## src/rtl/tlb_translate_fifo_lru_defines.svh

```systemverilog
// ----------------------------------------------------------------------------
// tlb translate defines
// assertion macros shared by the tlb rtl
// ----------------------------------------------------------------------------
`ifndef TLB_TRANSLATE_FIFO_LRU_DEFINES_SVH
`define TLB_TRANSLATE_FIFO_LRU_DEFINES_SVH

// same-cycle implication
`define TLBFL_ASSERT_NOW(label, clk, rst, ante, cons, msg) \
   label: assert property (@(posedge clk) disable iff (rst) (ante) |-> (cons)) \
      else $error(msg);

// next-cycle implication
`define TLBFL_ASSERT_NEXT(label, clk, rst, ante, cons, msg) \
   label: assert property (@(posedge clk) disable iff (rst) (ante) |=> (cons)) \
      else $error(msg);

`endif

```

## src/rtl/tlbfl_pkg.sv

```systemverilog
// ----------------------------------------------------------------------------
// tlb package
// transfer types, status codes, register indexes and sequencer states
// ----------------------------------------------------------------------------
`timescale 1ns / 1ps

package tlbfl_pkg;

   localparam logic [1:0] STATUS_HIT  = 2'd0;
   localparam logic [1:0] STATUS_MISS = 2'd1;
   localparam logic [1:0] STATUS_FILL = 2'd2;

   localparam logic [1:0] CSR_PAGE_SIZE_LOG2 = 2'd0;
   localparam logic [1:0] CSR_TLB_ENTRIES    = 2'd1;
   localparam logic [1:0] CSR_REPLACE_LRU    = 2'd2;

   localparam logic MODE_TRANSLATE = 1'b0;

   typedef struct packed {
      logic        mode;
      logic [15:0] pid;
      logic [31:0] logical_address;
      logic [19:0] memory_frame;
   } req_type;

   typedef struct packed {
      logic [1:0]  status;
      logic [31:0] physical_address;
      logic [31:0] page_number;
   } rsp_type;

   typedef struct packed {
      logic [15:0] pid;
      logic [31:0] page;
      logic [19:0] frame;
      logic [31:0] stamp;
   } entry_type;

   typedef enum logic [2:0] {
      S_IDLE,
      S_DISPATCH,
      S_TREAD,
      S_TCMP,
      S_LREAD,
      S_LCMP,
      S_WRITE
   } state_type;

endpackage

```

## src/rtl/tlb_translate_fifo_lru.sv

```systemverilog
// ----------------------------------------------------------------------------
// tlb translate fifo lru
// fully associative tlb tagged by pid and page, fifo or lru replacement
// ----------------------------------------------------------------------------
// An item is taken when start is high and busy is low; busy stays high until
// the result strobe rsp_valid, which lasts exactly one cycle and cannot be
// stalled. Entries live in one memory with a write port and a registered read
// port, read one slot at a time by a small sequencer with one tag comparator
// and one stamp comparator. A translate compares slots in order up to and
// including the first hit (at most the active count); an empty or disabled
// tlb misses without a read. A disabled tlb answers a fill without a write;
// a free slot or fifo replacement goes straight to the write, and lru
// replacement first scans the active slots for the oldest stamp. Free slots
// are tracked by a fill count, so no clearing pass runs after reset.
// ----------------------------------------------------------------------------
`timescale 1ns / 1ps
`include "tlb_translate_fifo_lru_defines.svh"

module tlb_translate_fifo_lru #(
   parameter int MAX_ENTRIES = 16
) (
   input  logic              clock,
   input  logic              reset,
   input  logic              start,
   output logic              busy,
   input  tlbfl_pkg::req_type req_data,
   output logic              rsp_valid,
   output tlbfl_pkg::rsp_type rsp_data,
   input  logic              csr_write,
   input  logic [1:0]        csr_index,
   input  logic [4:0]        csr_wdata
);
   import tlbfl_pkg::*;

   localparam int IW = (MAX_ENTRIES > 1) ? $clog2(MAX_ENTRIES) : 1;
   localparam int CW = $clog2(MAX_ENTRIES + 1);
   localparam int NW = (CW > 5) ? CW : 5;

   logic [4:0]    page_size_log2_ff;
   logic [4:0]    tlb_entries_ff;
   logic          replace_lru_ff;

   state_type     state_ff, state_in;
   req_type       req_ff, req_in;
   logic [31:0]   page_ff, page_in;
   logic [NW-1:0] idx_ff, idx_in;
   logic [NW-1:0] limit_ff, limit_in;
   logic [IW-1:0] best_ff, best_in;
   logic [31:0]   best_stamp_ff, best_stamp_in;
   logic [IW-1:0] victim_ff, victim_in;
   logic [NW-1:0] fill_count_ff, fill_count_in;
   logic [IW-1:0] oldest_ff, oldest_in;
   logic [31:0]   use_counter_ff, use_counter_in;
   logic          rsp_valid_ff, rsp_valid_in;
   rsp_type       rsp_data_ff, rsp_data_in;

   entry_type     mem [MAX_ENTRIES];
   entry_type     rdata_ff;
   logic          mem_we;
   logic [IW-1:0] mem_waddr;
   entry_type     mem_wdata;

   logic [NW-1:0] active_n;
   logic [NW-1:0] search_n;
   logic [NW-1:0] idx_next;
   logic [NW-1:0] fifo_best;
   logic [31:0]   page_w;
   logic [31:0]   offset_w;
   logic [19:0]   phys_frame;
   logic [31:0]   phys_w;
   logic          tag_match;
   logic          accept;

   assign accept = start && (state_ff == S_IDLE);
   assign busy = (state_ff != S_IDLE);
   assign rsp_valid = rsp_valid_ff;
   assign rsp_data = rsp_data_ff;

   assign active_n = (NW'(tlb_entries_ff) > NW'(MAX_ENTRIES)) ? NW'(MAX_ENTRIES)
                                                               : NW'(tlb_entries_ff);
   assign search_n = (fill_count_ff < active_n) ? fill_count_ff : active_n;
   assign idx_next = idx_ff + NW'(1);
   assign fifo_best = (NW'(oldest_ff) < active_n) ? NW'(oldest_ff) : '0;

   // shifters for page split and address build
   assign page_w = req_ff.logical_address >> page_size_log2_ff;
   assign offset_w = req_ff.logical_address & ~(32'hFFFF_FFFF << page_size_log2_ff);
   assign phys_frame = (state_ff == S_TCMP) ? rdata_ff.frame : req_ff.memory_frame;
   assign phys_w = (32'(phys_frame) << page_size_log2_ff) | offset_w;
   assign tag_match = (rdata_ff.pid == req_ff.pid) && (rdata_ff.page == page_ff);

   always_ff @(posedge clock) begin
      if (reset) begin
         page_size_log2_ff <= 5'd12;
         tlb_entries_ff <= 5'd16;
         replace_lru_ff <= 1'b0;
      end else if (csr_write) begin
         unique case (csr_index)
            CSR_PAGE_SIZE_LOG2: page_size_log2_ff <= csr_wdata;
            CSR_TLB_ENTRIES:    tlb_entries_ff <= csr_wdata;
            CSR_REPLACE_LRU:    replace_lru_ff <= csr_wdata[0];
            default: begin
            end
         endcase
      end
   end

   always_ff @(posedge clock) begin
      if (reset) begin
         state_ff <= S_IDLE;
         fill_count_ff <= '0;
         oldest_ff <= '0;
         use_counter_ff <= '0;
         rsp_valid_ff <= 1'b0;
      end else begin
         state_ff <= state_in;
         fill_count_ff <= fill_count_in;
         oldest_ff <= oldest_in;
         use_counter_ff <= use_counter_in;
         rsp_valid_ff <= rsp_valid_in;
      end
   end

   always_ff @(posedge clock) begin
      req_ff <= req_in;
      page_ff <= page_in;
      idx_ff <= idx_in;
      limit_ff <= limit_in;
      best_ff <= best_in;
      best_stamp_ff <= best_stamp_in;
      victim_ff <= victim_in;
      rsp_data_ff <= rsp_data_in;
   end

   always_ff @(posedge clock) begin
      if (mem_we) begin
         mem[mem_waddr] <= mem_wdata;
      end
      rdata_ff <= mem[idx_ff[IW-1:0]];
   end

   always_comb begin
      state_in = state_ff;
      req_in = req_ff;
      page_in = page_ff;
      idx_in = idx_ff;
      limit_in = limit_ff;
      best_in = best_ff;
      best_stamp_in = best_stamp_ff;
      victim_in = victim_ff;
      fill_count_in = fill_count_ff;
      oldest_in = oldest_ff;
      use_counter_in = use_counter_ff;
      rsp_valid_in = 1'b0;
      rsp_data_in = rsp_data_ff;
      mem_we = 1'b0;
      mem_waddr = victim_ff;
      mem_wdata = '{pid: req_ff.pid, page: page_ff, frame: req_ff.memory_frame,
                    stamp: use_counter_ff};

      unique case (state_ff)
         S_IDLE: begin
            if (accept) begin
               req_in = req_data;
               state_in = S_DISPATCH;
            end
         end
         S_DISPATCH: begin
            page_in = page_w;
            idx_in = '0;
            if (req_ff.mode == MODE_TRANSLATE) begin
               if (search_n == '0) begin
                  rsp_valid_in = 1'b1;
                  rsp_data_in = '{status: STATUS_MISS, physical_address: '0,
                                  page_number: page_w};
                  state_in = S_IDLE;
               end else begin
                  limit_in = search_n;
                  state_in = S_TREAD;
               end
            end else if (active_n == '0) begin
               rsp_valid_in = 1'b1;
               rsp_data_in = '{status: STATUS_FILL, physical_address: phys_w,
                               page_number: page_w};
               state_in = S_IDLE;
            end else if (fill_count_ff < active_n) begin
               victim_in = fill_count_ff[IW-1:0];
               fill_count_in = fill_count_ff + NW'(1);
               state_in = S_WRITE;
            end else if (!replace_lru_ff) begin
               victim_in = fifo_best[IW-1:0];
               oldest_in = ((fifo_best + NW'(1)) < active_n) ? IW'(fifo_best + NW'(1)) : '0;
               state_in = S_WRITE;
            end else begin
               limit_in = active_n;
               state_in = S_LREAD;
            end
         end
         S_TREAD: begin
            state_in = S_TCMP;
         end
         S_TCMP: begin
            if (tag_match) begin
               mem_we = 1'b1;
               mem_waddr = idx_ff[IW-1:0];
               mem_wdata = '{pid: rdata_ff.pid, page: rdata_ff.page,
                             frame: rdata_ff.frame, stamp: use_counter_ff};
               use_counter_in = use_counter_ff + 32'd1;
               rsp_valid_in = 1'b1;
               rsp_data_in = '{status: STATUS_HIT, physical_address: phys_w,
                               page_number: page_ff};
               state_in = S_IDLE;
            end else if (idx_next >= limit_ff) begin
               rsp_valid_in = 1'b1;
               rsp_data_in = '{status: STATUS_MISS, physical_address: '0,
                               page_number: page_ff};
               state_in = S_IDLE;
            end else begin
               idx_in = idx_next;
               state_in = S_TREAD;
            end
         end
         S_LREAD: begin
            state_in = S_LCMP;
         end
         S_LCMP: begin
            if ((idx_ff == '0) || (rdata_ff.stamp < best_stamp_ff)) begin
               best_in = idx_ff[IW-1:0];
               best_stamp_in = rdata_ff.stamp;
            end
            if (idx_next >= limit_ff) begin
               victim_in = best_in;
               state_in = S_WRITE;
            end else begin
               idx_in = idx_next;
               state_in = S_LREAD;
            end
         end
         S_WRITE: begin
            mem_we = 1'b1;
            use_counter_in = use_counter_ff + 32'd1;
            rsp_valid_in = 1'b1;
            rsp_data_in = '{status: STATUS_FILL, physical_address: phys_w,
                            page_number: page_ff};
            state_in = S_IDLE;
         end
         default: begin
            state_in = S_IDLE;
         end
      endcase
   end

   `TLBFL_ASSERT_NOW(a_rsp_when_idle, clock, reset, rsp_valid_ff, state_ff == S_IDLE,
      "result strobe while sequencer busy")
   `TLBFL_ASSERT_NEXT(a_busy_after_accept, clock, reset, accept, busy,
      "not busy after transfer")
   `TLBFL_ASSERT_NOW(a_fill_count_bound, clock, reset, 1'b1,
      fill_count_ff <= NW'(MAX_ENTRIES), "fill count beyond entry count")
   `TLBFL_ASSERT_NOW(a_hit_stamps, clock, reset,
      rsp_valid_ff && (rsp_data_ff.status == STATUS_HIT),
      use_counter_ff == $past(use_counter_ff) + 32'd1, "hit without stamp update")

endmodule
```

## config.mk

```make
export PLATFORM = sky130hd
export DESIGN_NAME = tlb_translate_fifo_lru
export DESIGN_NICKNAME = d
export VERILOG_FILES = /design/src/rtl/tlbfl_pkg.sv /design/src/rtl/tlb_translate_fifo_lru.sv
export VERILOG_INCLUDE_DIRS = /design/src /design/src/rtl
export SDC_FILE = /design/constraint.sdc
export NUM_CORES = 2
export LEC_CHECK = 0
export BUFFER_PORTS_ARGS = -buffer_cell sky130_fd_sc_hd__clkbuf_2
export CORE_MARGIN = 2
export CORE_UTILIZATION = 56
export DETAILED_ROUTE_END_ITERATION = 16
export GPL_TIMING_DRIVEN = 0
export PLACE_DENSITY = 0.87
export SLEW_MARGIN = 10
export SYNTH_ARGS = -nofsm -noshare
export SYNTH_HDL_FRONTEND = slang
export SYNTH_SLANG_ARGS = --single-unit
```

## constraint.sdc

```tcl
create_clock -name clock -period 6.5 [get_ports clock]
set_clock_uncertainty 0.1 [all_clocks]
set_input_delay 0.325 -clock clock [delete_from_list [all_inputs] [get_ports clock]]
set_output_delay 0.325 -clock clock [all_outputs]
set_load 0.02 [all_outputs]
```

==> results.md <==
- The count of buffer and inverter cells on the critical path is 5.
- The via count of the first global-routing pass is 45,800.
- The path class of the tightest hold or removal check is input pin to flop.
- In the global route stage, met1 resource usage came out at 39.8%.
- The setup path with the least slack is of type flop to flop.
- Summed over all cells, the static leakage comes to 29.3 nW.
- The finished cells cover 89,900 um2.
- The flow ran to the end, but the final reports show violations.
- The wire length of the first global-routing pass is 328,000 um.
- The cell area reported after detailed placement is 83,000 um2.
- The die area is 142,000 um2.
- After synthesis, flip-flops and latches occupy 74.3% of the total area.
- The count of standard-cell rows is 136.
- The endpoint type of the worst setup path is a flop.
- Counting every instance in the synthesized netlist gives 3,794.
- The share of total power in combinational logic is 7.8%.
- Of the total power, the clock network draws 40.2%.
- The floorplan step set the die height to 376 um.
- The die width is 376 um.
- On the final layout, the worst hold slack is 72.5 ps.
- The data arrival time at the worst-slack endpoint is 6490 ps.
- In the post-route analysis, the smallest setup slack over all paths is 429 ps.
- Setup repair after global routing left no endpoint under its margin.
- The setup TNS is 0 ps.
- The cell area that synthesis handed to floorplanning was 77,600 um2.
- The worst voltage drop across the vdd grid is 0.233 mV.
- The number of nets with antenna violations after routing is 0.
- The aggregate routed wire length is 231,000 um.
- The library cell used as clock root buffer is sky130_fd_sc_hd__clkbuf_16.
- The synthesized design contains 1,817 enable-type register cells.
- The count of endpoints failing hold in the final timing report is 0.
- The number of input and output port buffers inserted is 146.
- The ratio of routed vias to standard cells is 7.09.
- The power per cell area is 308 nW/um2.
- The predominant post-synthesis flop cell is sky130_fd_sc_hd__edfxtp_1.
- The clock edge transition at the registers on the reported setup and hold paths is 70 ps.
- At the end of the flow, the number of nets in the layout was 4,431.
- For the pin with the worst max-slew slack, the measured transition is 1530 ps.
- Before CTS, the worst setup slack after placement is 1120 ps.
- The later pin in the worst-skew pair is clocked with a latency of 850 ps.
- The warning count from the yosys run is 0.
- The number of buffers added by the clock tree synthesis step is 182.
- The reported max-cap violation count is 1.
- TritonCTS built the clock tree.
- After floorplanning, the core was sized to cover 137,000 um2.
- The I/O pin total is 148.
- The library cells used most frequently in the layout, excluding fill and tap cells, are sky130_fd_sc_hd__edfxtp_1, sky130_fd_sc_hd__mux4_2, sky130_fd_sc_hd__clkbuf_1, sky130_fd_sc_hd__clkbuf_16, sky130_fd_sc_hd__nand2_1.
- In this run the tightest slew margin relative to its limit is -1.89%.
- The initial core utilization is 56.5%.
- The switching share of power is 23.5%.
- On the critical path the largest part of the delay comes from buffers and inverters.
- Counting every sink on the clock net gives 1,973.
- The post-DP HPWL is 137,000 um.
- The final-report setup violation count is 0.
- The final period utilization is 93.4%.
- In this run, distinct cell masters in the synthesized netlist total 80.
- Counting flops and latches in the post-synthesis netlist gives 1,973.
- The area growth from synthesis to layout is 15.9%.
- The critical path goes through clkbuf_1 > clkbuf_1 > clkbuf_1 > inv_1 > ha_1 > ha_1 > a21o_1 > a21o_1 > a21o_1 > a211oi_1 > a2bb2oi_1 > nand2_4 > buf_16.
- Of all nets on the critical path, the largest fanout is 65.
- The global routing's busiest layer is met2.
- The clock passes through at most 3 buffers.
- In the final layout, the share of cells above drive strength 1 is 26.9%.
- The final standard cell utilization of the core is 65.4%.
- The number of DRC markers in iteration 0 is 8,013.
- The first TritonRoute pass finished after 8 iterations.
- Registers are responsible for 52.0% of the overall power.
- The final number of max-transition violations is 11.
- Global routing finished with a remaining overflow of 0.
- The library cell used most frequently in the layout, excluding fill and tap cells, is sky130_fd_sc_hd__edfxtp_1.
- For this run, asynchronously set or reset flops after synthesis account for 0%.
- Global routing consumed, on the met3 layer, 9.30% of the routing resources.
- The nature of the critical path startpoint is a flop.
- The slowest stage of the critical path is the sky130_fd_sc_hd__clkbuf_1 cell.
- The net count of the mapped netlist is 3,925.
- The final route contains 44,400 vias.
- For this run, design rule violations remaining after detail routing come to 0.
- In this run the post-CTS setup repair buffer count came out at 0.
- Averaged over all synthesized cells, the footprint is 20.5 um2.
- Entering global routing, the biggest net connects 66 pins.
- The number of antenna violations at the first check in global routing is 15.
- Dividing the detail-routed wire length by the instance count gives 36.9 um.
- The required time at the worst-slack endpoint is 6920 ps.
- The cell internal power dissipation is 0.0212 W.
- The final reports fail on max-capacitance violations, max-slew violations.
- The worst path needs 6070 ps of the cycle, external delays included.
- Timing would allow up to 0.165 GHz.
- The switching power is 0.00649 W.
- For this run, the slowest stage of the critical path takes 860 ps.
- The final weighted congestion in routability-driven placement is 0.950.
- The global-route usage over all layers is 32.9%.
- For this run, global-route usage on met2 was measured as 53.4%.
- The H-tree generated during clock tree synthesis spans 4 levels.
worst paths after layout:
path / startpoint / end / slack (ps) / depth (start not counted)
worst min register to register: rdata_ff[9] / best_stamp_ff[9] / 350 / 0
worst max register to register: idx_ff[1] / rsp_data[13] / 430 / 13
worst min-delay path: reset / use_counter_ff[12] / 70 / 3
worst max-delay path: idx_ff[1] / rsp_data[13] / 430 / 13
what timing repair did:
| item | 4_1_cts | 5_1_grt |
|---|---|---|
| setup endpoints to repair | 0 | 0 |
| resized for setup | 0 | 0 |
| hold buffers | 78 | 1 |
| hold endpoints to repair | 82 | 3 |
layer usage:
| metal | vias up | share of wire (%) | routed length (um) |
|---|---|---|---|
| li1 | 16600 | - | - |
| met1 | 22300 | 31 | 71300 |
| met2 | 4349 | 48 | 112000 |
| met3 | 1086 | 14 | 31900 |
| met4 | 18 | 6.9 | 16100 |
| met5 | - | 0.048 | 112 |
power by group through the flow:
stage | combinational [W] | sequential (W) | clock, W
after floorplan | 0.00125 | 0.0146 | 0
after global placement | 0.00188 | 0.0146 | 0
after detailed placement | 0.00200 | 0.0146 | 0
after CTS | 0.00210 | 0.0144 | 0.0111
after global routing | 0.00223 | 0.0144 | 0.0116
final | 0.00216 | 0.0144 | 0.0111
final cells by class:
class | instances | area, um2
clock inverters | 106 | 1200
diodes | 3 | 7.51
flip-flops and latches | 1973 | 57700
clock buffers | 239 | 4950
inverters | 62 | 233
fillers | 8185 | 47500
plain buffers | 238 | 966
repair buffers | 322 | 3770
well taps | 1794 | 2240
multi-input cells | 1521 | 18900
metrics by stage:
| step | power (W) | cells |
|---|---|---|
| finish | 0.0277 | 6258 |
| global route | 0.0282 | 6257 |
| CTS | 0.0276 | 6254 |
| detailed placement | 0.0166 | 5831 |
| global placement | 0.0165 | 5734 |
| floorplan | 0.0158 | 3794 |
tightest hold or removal path, stage by stage:
cell	delay, ps
sky130_fd_sc_hd__clkbuf_1	330
sky130_fd_sc_hd__nor2_1	190
sky130_fd_sc_hd__mux2_1	140
cells by family after synthesis:
logic type	count (synthesis)	share of synthesized area (%)
buf+inv	300	1.54
flops	1973	74.3
mux	653	17.3
compound gates	274	2.30
fa+ha+maj	51	0.822
simple gates	470	2.86
xor+xnor	73	0.824
sequential cells by signal, summed over array words and instances (netlist names), 32 cells and up:
name and cells:
rdata_ff 100, mem 1600, use_counter_ff 32, req_ff 69, page_ff 32, rsp_data 66, best_stamp_ff 32
synthesized netlist by cell type (5+ instances only):
| master | count | area [um2] |
|---|---|---|
| sky130_fd_sc_hd__and2_1 | 11 | 68.8 |
| sky130_fd_sc_hd__o2111ai_1 | 6 | 52.6 |
| sky130_fd_sc_hd__o22ai_1 | 8 | 50.1 |
| sky130_fd_sc_hd__a31oi_1 | 10 | 62.6 |
| sky130_fd_sc_hd__nor2_1 | 160 | 601 |
| sky130_fd_sc_hd__o211ai_1 | 5 | 37.5 |
| sky130_fd_sc_hd__mux4_2 | 548 | 12300 |
| sky130_fd_sc_hd__and3_1 | 17 | 106 |
| sky130_fd_sc_hd__a21oi_1 | 84 | 420 |
| sky130_fd_sc_hd__mux2i_1 | 60 | 601 |
| sky130_fd_sc_hd__nor4_2 | 8 | 100 |
| sky130_fd_sc_hd__a22o_1 | 5 | 43.8 |
| sky130_fd_sc_hd__buf_2 | 19 | 95.1 |
| sky130_fd_sc_hd__a221oi_1 | 5 | 43.8 |
| sky130_fd_sc_hd__nor4_1 | 9 | 56.3 |
| sky130_fd_sc_hd__ha_1 | 51 | 638 |
| sky130_fd_sc_hd__mux2_2 | 42 | 473 |
| sky130_fd_sc_hd__nand2_1 | 161 | 604 |
| sky130_fd_sc_hd__clkbuf_1 | 168 | 631 |
| sky130_fd_sc_hd__xnor2_1 | 14 | 123 |
| sky130_fd_sc_hd__or3_1 | 20 | 125 |
| sky130_fd_sc_hd__nor3b_1 | 6 | 45.0 |
| sky130_fd_sc_hd__o21ai_1 | 8 | 40.0 |
| sky130_fd_sc_hd__nor2b_1 | 6 | 37.5 |
| sky130_fd_sc_hd__o21ai_0 | 60 | 300 |
| sky130_fd_sc_hd__xor2_1 | 59 | 517 |
| sky130_fd_sc_hd__nor3_1 | 15 | 75.1 |
| sky130_fd_sc_hd__o31ai_1 | 6 | 45.0 |
| sky130_fd_sc_hd__o21a_1 | 5 | 37.5 |
| sky130_fd_sc_hd__a21o_1 | 6 | 45.0 |
| sky130_fd_sc_hd__edfxtp_1 | 1817 | 54600 |
| sky130_fd_sc_hd__a211oi_1 | 24 | 180 |
| sky130_fd_sc_hd__buf_1 | 44 | 165 |
| sky130_fd_sc_hd__nand3_1 | 18 | 90.1 |
| sky130_fd_sc_hd__nand4_1 | 13 | 81.3 |
| sky130_fd_sc_hd__dfxtp_1 | 156 | 3120 |
| sky130_fd_sc_hd__inv_1 | 58 | 218 |
No activity file was read; power rests on OpenSTA's default activity.
